==> config.mk <==
export PLATFORM = sky130hd
export DESIGN_NAME = csv_field_splitter
export DESIGN_NICKNAME = d
export VERILOG_FILES = /design/src/csvfs_pkg.sv /design/src/csv_field_splitter.sv /design/src/csvfs_in_reg.sv /design/src/csvfs_parse_core.sv /design/src/csvfs_out_reg.sv
export SDC_FILE = /design/constraint.sdc
export NUM_CORES = 1
export LEC_CHECK = 0
export ABC_AREA = 0
export BUFFER_PORTS_ARGS = -buffer_cell sky130_fd_sc_hd__buf_2
export CAP_MARGIN = 10
export CORE_ASPECT_RATIO = 1.25
export CORE_MARGIN = 1
export CORE_UTILIZATION = 55
export CTS_CLUSTER_DIAMETER = 100
export DETAILED_ROUTE_END_ITERATION = 12
export PLACE_DENSITY = 0.81
export SLEW_MARGIN = 30
export SYNTH_ARGS = -nofsm -noshare
export SYNTH_HDL_FRONTEND = slang
export SYNTH_SLANG_ARGS = --single-unit
==> constraint.sdc <==
create_clock -name clk -period 4.8 [get_ports clk]
set_clock_uncertainty 0.2 [all_clocks]
set_input_delay 0.48 -clock clk [delete_from_list [all_inputs] [get_ports clk]]
set_output_delay 0.48 -clock clk [all_outputs]
set_load 0.1 [all_outputs]
==> src/csvfs_pkg.sv <==
// Package for the CSV field splitter: parse modes, quote bytes, warning codes
// and the item and result structures shared by all modules. No dependencies.
package csvfs_pkg;

  typedef enum logic [2:0] {
    MODE_LINE_START  = 3'd0,
    MODE_FIELD_START = 3'd1,
    MODE_UNQUOTED    = 3'd2,
    MODE_QUOTED      = 3'd3,
    MODE_AFTER_QUOTE = 3'd4,
    MODE_SKIP        = 3'd5
  } mode_t;

  localparam logic [7:0] DQUOTE_BYTE = 8'h22;
  localparam logic [7:0] SQUOTE_BYTE = 8'h27;
  localparam logic [7:0] SEP_RESET   = 8'd44;

  localparam logic [1:0] WARN_NONE     = 2'd0;
  localparam logic [1:0] WARN_EMPTY    = 2'd1;
  localparam logic [1:0] WARN_NO_SEP   = 2'd2;
  localparam logic [1:0] WARN_UNCLOSED = 2'd3;

  localparam logic [1:0] ENDED_NONE = 2'd0;
  localparam logic [1:0] ENDED_ONE  = 2'd1;
  localparam logic [1:0] ENDED_TWO  = 2'd2;

  typedef struct packed {
    logic [7:0] byte_in;
    logic       no_byte;
    logic       line_end;
  } item_t;

  typedef struct packed {
    logic [7:0] char_out;
    logic       char_valid;
    logic [1:0] fields_ended;
    logic       field_void;
    logic       line_done;
    logic [1:0] warning_code;
  } result_t;

endpackage

==> src/csv_field_splitter.sv <==
// Top level of the CSV field splitter. An accepted input transaction moves
// from the input register to the result register; one item is taken every
// cycle while out_stall is low, as set by those two registers with the parse
// logic between them. Reset is synchronous and active low: it sets the
// separator to a comma, the parse mode to line start and empties both stages.
module csv_field_splitter (
  input  logic       clk,
  input  logic       rst_n,
  input  logic       in_valid,
  output logic       in_stall,
  input  logic [7:0] in_byte_in,
  input  logic       in_no_byte,
  input  logic       in_line_end,
  output logic       out_valid,
  input  logic       out_stall,
  output logic [7:0] out_char_out,
  output logic       out_char_valid,
  output logic [1:0] out_fields_ended,
  output logic       out_field_void,
  output logic       out_line_done,
  output logic [1:0] out_warning_code,
  input  logic       cfg_valid,
  output logic       cfg_ready,
  input  logic [7:0] cfg_separator_byte
);
  import csvfs_pkg::*;

  logic [7:0] sep_r, sep_nxt;
  item_t      in_item, s1_item;
  logic       s1_vld, take;
  result_t    core_res, out_res;
  mode_t      core_mode;

  assign cfg_ready = 1'b1;
  assign sep_nxt   = (cfg_valid && cfg_ready) ? cfg_separator_byte : sep_r;

  always_ff @(posedge clk) begin
    if (!rst_n) begin
      sep_r <= SEP_RESET;
    end else begin
      sep_r <= sep_nxt;
    end
  end

  assign in_item.byte_in  = in_byte_in;
  assign in_item.no_byte  = in_no_byte;
  assign in_item.line_end = in_line_end;

  csvfs_in_reg u_in_reg (
    .clk      (clk),
    .rst_n    (rst_n),
    .in_valid (in_valid),
    .in_stall (in_stall),
    .item_i   (in_item),
    .take     (take),
    .vld_o    (s1_vld),
    .item_o   (s1_item)
  );

  csvfs_parse_core u_core (
    .clk     (clk),
    .rst_n   (rst_n),
    .advance (take),
    .item_i  (s1_item),
    .sep_i   (sep_r),
    .res_o   (core_res),
    .mode_o  (core_mode)
  );

  csvfs_out_reg u_out_reg (
    .clk       (clk),
    .rst_n     (rst_n),
    .vld_i     (s1_vld),
    .res_i     (core_res),
    .take      (take),
    .out_valid (out_valid),
    .out_stall (out_stall),
    .res_o     (out_res)
  );

  assign out_char_out     = out_res.char_out;
  assign out_char_valid   = out_res.char_valid;
  assign out_fields_ended = out_res.fields_ended;
  assign out_field_void   = out_res.field_void;
  assign out_line_done    = out_res.line_done;
  assign out_warning_code = out_res.warning_code;

  // A transaction that ends the line leaves the parser at line start.
  a_line_end_resets_mode: assert property (@(posedge clk) disable iff (!rst_n)
    (take && s1_item.line_end) |=> (core_mode == MODE_LINE_START))
    else $error("parse mode not at line start after line end");

  a_two_fields_empty: assert property (@(posedge clk) disable iff (!rst_n)
    (out_valid && out_fields_ended == ENDED_TWO) |->
      (out_warning_code == WARN_EMPTY && out_line_done && !out_char_valid))
    else $error("two fields closed without an empty field at line end");

  a_void_unclosed: assert property (@(posedge clk) disable iff (!rst_n)
    (out_valid && out_field_void) |->
      (out_warning_code == WARN_UNCLOSED && out_line_done &&
       out_fields_ended == ENDED_ONE))
    else $error("voided field without unclosed quote at line end");

  a_char_zero: assert property (@(posedge clk) disable iff (!rst_n)
    (out_valid && !out_char_valid) |-> (out_char_out == 8'd0))
    else $error("character output not zero without a character");
endmodule

==> src/csvfs_in_reg.sv <==
// Input register of the CSV field splitter: holds one accepted transaction
// until the parse stage takes it. Depends on csvfs_pkg.
module csvfs_in_reg (
  input  logic            clk,
  input  logic            rst_n,
  input  logic            in_valid,
  output logic            in_stall,
  input  csvfs_pkg::item_t item_i,
  input  logic            take,
  output logic            vld_o,
  output csvfs_pkg::item_t item_o
);
  import csvfs_pkg::*;

  logic  vld_r, vld_nxt;
  item_t item_r;
  logic  load;

  assign in_stall = vld_r & ~take;
  assign load     = in_valid & ~in_stall;
  assign vld_nxt  = load | (vld_r & ~take);

  always_ff @(posedge clk) begin
    if (!rst_n) begin
      vld_r <= 1'b0;
    end else begin
      vld_r <= vld_nxt;
    end
  end

  always_ff @(posedge clk) begin
    if (load) begin
      item_r <= item_i;
    end
  end

  assign vld_o  = vld_r;
  assign item_o = item_r;
endmodule

==> src/csvfs_parse_core.sv <==
// Parse stage of the CSV field splitter: parse mode and quote kind registers
// and the per-byte decision logic. Depends on csvfs_pkg.
module csvfs_parse_core (
  input  logic               clk,
  input  logic               rst_n,
  input  logic               advance,
  input  csvfs_pkg::item_t   item_i,
  input  logic [7:0]         sep_i,
  output csvfs_pkg::result_t res_o,
  output csvfs_pkg::mode_t   mode_o
);
  import csvfs_pkg::*;

  mode_t   mode_r, mode_nxt;
  logic    qsingle_r, qsingle_nxt;
  result_t res;
  logic    is_sep, is_quote, last;
  mode_t   mode_c;
  logic    qsingle_c;

  always_comb begin
    last      = item_i.line_end;
    is_sep    = (item_i.byte_in == sep_i);
    is_quote  = (item_i.byte_in == DQUOTE_BYTE) || (item_i.byte_in == SQUOTE_BYTE);
    res       = '0;
    res.line_done = last;
    mode_c    = mode_r;
    qsingle_c = qsingle_r;
    if (item_i.no_byte) begin
      if (last) begin
        if (mode_r == MODE_LINE_START || mode_r == MODE_UNQUOTED) begin
          res.fields_ended = ENDED_ONE;
        end else if (mode_r == MODE_QUOTED) begin
          res.fields_ended = ENDED_ONE;
          res.field_void   = 1'b1;
          res.warning_code = WARN_UNCLOSED;
        end
      end
    end else begin
      case (mode_r)
        MODE_LINE_START, MODE_FIELD_START: begin
          if (is_quote) begin
            qsingle_c = (item_i.byte_in == SQUOTE_BYTE);
            mode_c    = MODE_QUOTED;
            if (last) begin
              res.fields_ended = ENDED_ONE;
              res.field_void   = 1'b1;
              res.warning_code = WARN_UNCLOSED;
            end
          end else if (is_sep) begin
            res.fields_ended = last ? ENDED_TWO : ENDED_ONE;
            res.warning_code = WARN_EMPTY;
            mode_c = MODE_FIELD_START;
          end else begin
            res.char_out   = item_i.byte_in;
            res.char_valid = 1'b1;
            mode_c = MODE_UNQUOTED;
            if (last) begin
              res.fields_ended = ENDED_ONE;
            end
          end
        end
        MODE_UNQUOTED: begin
          if (is_sep) begin
            res.fields_ended = ENDED_ONE;
            mode_c = MODE_FIELD_START;
          end else begin
            res.char_out   = item_i.byte_in;
            res.char_valid = 1'b1;
            if (last) begin
              res.fields_ended = ENDED_ONE;
            end
          end
        end
        MODE_QUOTED: begin
          if (item_i.byte_in == (qsingle_r ? SQUOTE_BYTE : DQUOTE_BYTE)) begin
            res.fields_ended = ENDED_ONE;
            mode_c = MODE_AFTER_QUOTE;
          end else begin
            res.char_out   = item_i.byte_in;
            res.char_valid = 1'b1;
            if (last) begin
              res.fields_ended = ENDED_ONE;
              res.field_void   = 1'b1;
              res.warning_code = WARN_UNCLOSED;
            end
          end
        end
        MODE_AFTER_QUOTE: begin
          if (is_sep) begin
            mode_c = MODE_FIELD_START;
          end else begin
            res.warning_code = WARN_NO_SEP;
            mode_c = MODE_SKIP;
          end
        end
        default: begin
          mode_c = is_sep ? MODE_FIELD_START : MODE_SKIP;
        end
      endcase
    end
    if (last) begin
      mode_c    = MODE_LINE_START;
      qsingle_c = 1'b0;
    end
    mode_nxt    = advance ? mode_c : mode_r;
    qsingle_nxt = advance ? qsingle_c : qsingle_r;
  end

  always_ff @(posedge clk) begin
    if (!rst_n) begin
      mode_r    <= MODE_LINE_START;
      qsingle_r <= 1'b0;
    end else begin
      mode_r    <= mode_nxt;
      qsingle_r <= qsingle_nxt;
    end
  end

  assign res_o  = res;
  assign mode_o = mode_r;
endmodule

==> src/csvfs_out_reg.sv <==
// Result register of the CSV field splitter: holds one result transaction
// until the receiver takes it. Depends on csvfs_pkg.
module csvfs_out_reg (
  input  logic               clk,
  input  logic               rst_n,
  input  logic               vld_i,
  input  csvfs_pkg::result_t res_i,
  output logic               take,
  output logic               out_valid,
  input  logic               out_stall,
  output csvfs_pkg::result_t res_o
);
  import csvfs_pkg::*;

  logic    vld_r, vld_nxt;
  result_t res_r;

  assign take    = vld_i & (~vld_r | ~out_stall);
  assign vld_nxt = take | (vld_r & out_stall);

  always_ff @(posedge clk) begin
    if (!rst_n) begin
      vld_r <= 1'b0;
    end else begin
      vld_r <= vld_nxt;
    end
  end

  always_ff @(posedge clk) begin
    if (take) begin
      res_r <= res_i;
    end
  end

  assign out_valid = vld_r;
  assign res_o     = res_r;
endmodule
Yosys cells after proc, flatten, opt, wreduce, memory -nomap -nowiden
Index checks and enable logic that the tools add are counted.

cells by class
  eq/ne operators = 11
  multiplexer cells = 42
  bitwise logic cells = 11
  reduce and logical (&&, ||, !) cells = 8

operator list
  kind                                            number
  case mux 11 bit (3 select lines)                1
  two-way mux 2 bit                               14
  two-way mux 3 bit                               9
  two-way mux 9 bit                               3
  == test 8 x 6 -> 1 bit (second input constant)  2
  == test 8 bit                                   2
  two-way mux 1 bit                               12
  case mux 3 bit (3 select lines)                 1
  AND reduction 4 bit                             2
  == test 3 x 2 -> 1 bit (second input constant)  2
  case mux 2 bit (3 select lines)                 1
  AND 1 bit                                       4
  inverter 1 bit                                  4
  nonzero test 2 bit                              2
  == test 3 x 1 -> 1 bit (second input constant)  1
  == test 3 bit (second input constant)           1
  logical NOT 3 bit                               1
  != test 3 x 2 -> 1 bit (second input constant)  1
  != test 3 bit (second input constant)           1
  OR 1 bit                                        3
  logical OR 1 bit                                2
  != test 2 bit (second input constant)           1
  case mux 1 bit (2 select lines)                 1
  OR reduction 2 bit                              1

word-level totals
  register bits after elaboration = 39
  word-level logic and storage cells = 86

Longest topological paths before layout
  word-level depth = 8
  depth in mapped cells = 7

By module
A second synthesis with hierarchy kept.

second synthesis, totals
  cells, all modules = 148
  area, all modules = 1,785.5 um^2

by module, submodules not included
  module              times used  cells an instance  area each (um^2)  sequential area each (um^2)
  csvfs_parse_core    1           88                 643.1             80.1
  csvfs_out_reg       1           19                 489.2             470.5
  csvfs_in_reg        1           14                 347.8             320.3
  csv_field_splitter  1           27                 305.3             160.2

Worst setup path before layout
Ideal clock, no wire load.

  kind = register to register
  start point = register u_out_reg.vld_r (netlist: u_out_reg.out_valid)
  end point = register u_core.mode_r[1] (netlist: u_core.mode_o[1])
  arrival = 3.074 ns
  required time = 4.540 ns
  setup slack = 1.465 ns
  cell stages (with the launch flop) = 5
  clock period less this slack = 3.335 ns
  path through = dfxtp_1 a21boi_0 o21ai_0 a2111oi_2 o221a_1

on the way
  cells in the longest elaborated chain, start to end = 4

ends and longest elaborated chain
  item                                  RTL line                  RTL
  from (decl)                           csvfs_out_reg.sv:15       logic vld_r, vld_nxt;
  from (signal assigned)                csvfs_out_reg.sv:25       vld_r <= vld_nxt;
  inverter 1 bit                        csvfs_out_reg.sv:18       assign take = vld_i & (~vld_r | ~out_stall);
  OR 1 bit                              csvfs_out_reg.sv:18
  AND 1 bit                             csvfs_out_reg.sv:18
  named net take                        csv_field_splitter.sv:30  logic s1_vld, take;
  AND reduction 4 bit (no source line)  --
  to (signal assigned)                  csvfs_parse_core.sv:115   mode_r <= mode_nxt;
  to (decl)                             csvfs_parse_core.sv:14    mode_t mode_r, mode_nxt;

The timed path passes the listed nets, and every way through them passes these cells.
A chain may end at the register's enable or synchronous reset.

==> run_results.csv <==
group,metric,value,unit
run_status,status,"finished, final reports clean",
global_routing,grt_max_degree,18,
critical_path,critPathRequiredTime,4640,ps
logic_synthesis,synth_seq_cells,39,
placement,place_ws,2280,ps
clocking,cts_hold_buffers,0,
logic_synthesis,synth-edff-count,25,
critical_path,arrival,2400,ps
final_layout,diodes,0,
clocking,cts_tree,"done",
floorplan,initial_core_util,0.574,
final_layout,final_net_count,220,
logic_synthesis,synth-main-ff-cell,"edfxtp_1",
logic_synthesis,synth_fp_nets,180,
critical_path,end_kind,"flip-flop",
floorplan,fp.coreArea,0.00319,sq mm
sta,period_minus_slack,2560,ps
sta,fmax,390,MHz
clocking,clockBufferDepth,2,
sta,finalCritPeriodShare,0.534,
critical_path,critPathMaxFanout,8,
clocking,insertion_delay,300,ps
sta,setup_violations,0,
logic_synthesis,ys_top_cells_by_area,"edfxtp_1 41%, dfxtp_1 15%, mux2i_1 4.9%",
floorplan,rows,23,
global_routing,overflow,0,
sta,setup_tns,0,ps
logic_synthesis,synth_area_per_cell,11.8,sq um
power,p_leak,0.860,nW
final_layout,drive_gt1_frac,0.289,
drt,drt-initial-drc-count,52,
drt,dr.pass1.iters,4,
clocking,ctsHtreeMaxLevel,2,
sta,setup_ws,2240,ps
clocking,post_cts_buffers,0,
logic_synthesis,syn_inst,156,
worst_hold_path,min-delay-path-class,"primary input to flip-flop",
logic_synthesis,synth_warnings,0,
placement,gp_congestion,0.922,
drt,via_count,1340,
floorplan,num_io_pins,41,
clocking,clock-sinks,39,
clocking,cts-resized-gates,0,
floorplan,die_x,53.7,microns
logic_synthesis,ys_seq_area_frac,0.562,
final_layout,fin_area,0.00218,sq mm
global_routing,grt_use_total,0.231,
clocking,clk_pin_slew,80,ps
drt,drc_errors,0,
drt,vias_per_cell,5.73,
global_routing,grt_pass1_vias,1250,
final_layout,fin_util,0.684,
placement,place_area,0.00205,sq mm
logic_synthesis,yosysTopAreaCell,"edfxtp_1",
sta,rsz0062_at_grt,"no",
placement,port_buffers,39,
logic_synthesis,synth.distinct_cells,45,
global_routing,antenna_found_initial,0,
drt,detail-route-antenna-nets,0,
power,peakVddDrop,314,uV
drt,post_drt_wl_per_cell,15.3,microns
logic_synthesis,synth_top_area_share,0.409,
sta,slew_headroom,0.454,
final_layout,syn_to_final_growth,19.0,%
clocking,cts-root-buf,"clkbuf_8",
logic_synthesis,async_reset_ff_frac,0,
critical_path,crit_type,"flip-flop to flip-flop",
logic_synthesis,syn-cell-area,0.00183,sq mm
floorplan,die_h,66.6,microns
floorplan,dieArea,0.00357,sq mm
sta,hold_viol,0,
drt,wirelength,3570,microns
power,powerDensity,377,mW/mm^2
clocking,cts_buffers,5,
global_routing,grt_pass1_wl,5660,microns
sta,worst_pin_slew,817,ps
critical_path,start_kind,"flip-flop",
placement,dp_hpwl,2720,microns
sta,slew_viol_final,0,
job,max_cap_violations,0,
-- through the flow --
stage	total power [W]	std cells	hold WS, ps
2_1_floorplan	0.000484	156	264
3_3_place_gp	0.000508	226	282
3_5_place_dp	0.000510	226	301
4_1_cts	0.000826	234	147
5_1_grt	0.000848	234	143
6_report	0.000822	234	155
-- state kept, by name (all words and copies together) (netlist names) --
signal,cells
sep_r,8
u_core.mode_o,3
u_core.qsingle_r,1
u_in_reg.item_o,10
u_in_reg.vld_o,1
u_out_reg.out_valid,1
u_out_reg.res_o,15
-- logic make-up (layout without fill, tap and decap cells) --
| logic type | count (synthesis) | in the layout | synth area share |
|---|---|---|---|
| fa+ha+maj | 1 | 1 | 0.00682 |
| mux | 10 | 10 | 0.0553 |
| simple gates | 48 | 48 | 0.160 |
| flops | 39 | 39 | 0.562 |
| compound gates | 36 | 36 | 0.143 |
| buf+inv | 12 | 53 | 0.0280 |
| xor+xnor | 9 | 9 | 0.0430 |
| other cells | 1 | 1 | 0.00204 |
-- layer usage --
layer	vias to the layer above	GRT usage	share of wire
met3	8	0.0799	0.076
met2	61	0.359	0.50
met4	0	0.118	0.017
li1	656	-	-
met5	-	0	0
met1	615	0.276	0.40
-- final cells by class --
| type | instances | area, sq um |
|---|---|---|
| Inverter | 5 | 18.8 |
| Timing Repair Buffer | 40 | 203 |
| Tap cell | 37 | 46.3 |
| Fill cell | 245 | 1010 |
| Clock inverter | 2 | 60.1 |
| Multi-Input combinational cell | 105 | 752 |
| Clock buffer | 6 | 72.6 |
| Sequential cell | 39 | 1030 |
-- synth_stat cells (2+ instances only) --
cell type  instances
a211oi_1           4
a21boi_0           2
a21oi_1            5
and2_1             8
and3_2             2
clkbuf_1           4
dfxtp_1           14
edfxtp_1          25
inv_1              5
mux2i_1            9
nand2_1            7
nand3_1            3
nand4_1            3
nor2_1             6
nor2b_1            8
nor3_1             3
o211ai_1           2
o21a_1             2
o21ai_0            7
o22ai_1            4
xnor2_1            9
-- worst max-delay path, cell delays in order, from the launching register on --
cell and delay (ps):
edfxtp_1 480, xnor2_1 190, nand4_1 320, nor2_2 310, ha_1 270, mux2_2 250
o21ai_0 170, o22ai_1 120
-- layout by cell type, fill, tap and decap left out, types with 2 or more instances in the layout --
master     count
a211oi_1       4
a21boi_1       2
a21oi_1        5
and2_1         8
and3_2         2
buf_2         39
bufinv_16      2
clkbuf_8       5
dfxtp_1       14
edfxtp_1      25
inv_1          5
mux2i_1        9
nand2_1        7
nand3_1        3
nand4_1        3
nor2_1         6
nor2b_1        8
nor3_1         3
o211ai_1       2
o21a_1         2
o21ai_0        7
o22ai_1        4
xnor2_1        9
-- worst paths after layout --
path                 startpoint                  end  slack (ps)  depth (start not counted)
max          u_in_reg.item_o[2]   u_out_reg.res_o[4]        2240                          7
min               in_byte_in[4]   u_in_reg.item_o[6]         150                          1
max reg2reg  u_in_reg.item_o[2]   u_out_reg.res_o[4]        2240                          7
min reg2reg      u_in_reg.vld_o  u_out_reg.out_valid         310                          2
-- power breakdown --
group	internal [W]	switching, W
clock network	0.000208	0.000113
logic	0.0000317	0.0000810
registers	0.000375	0.0000138
No activity file was read; power rests on OpenSTA's default activity.
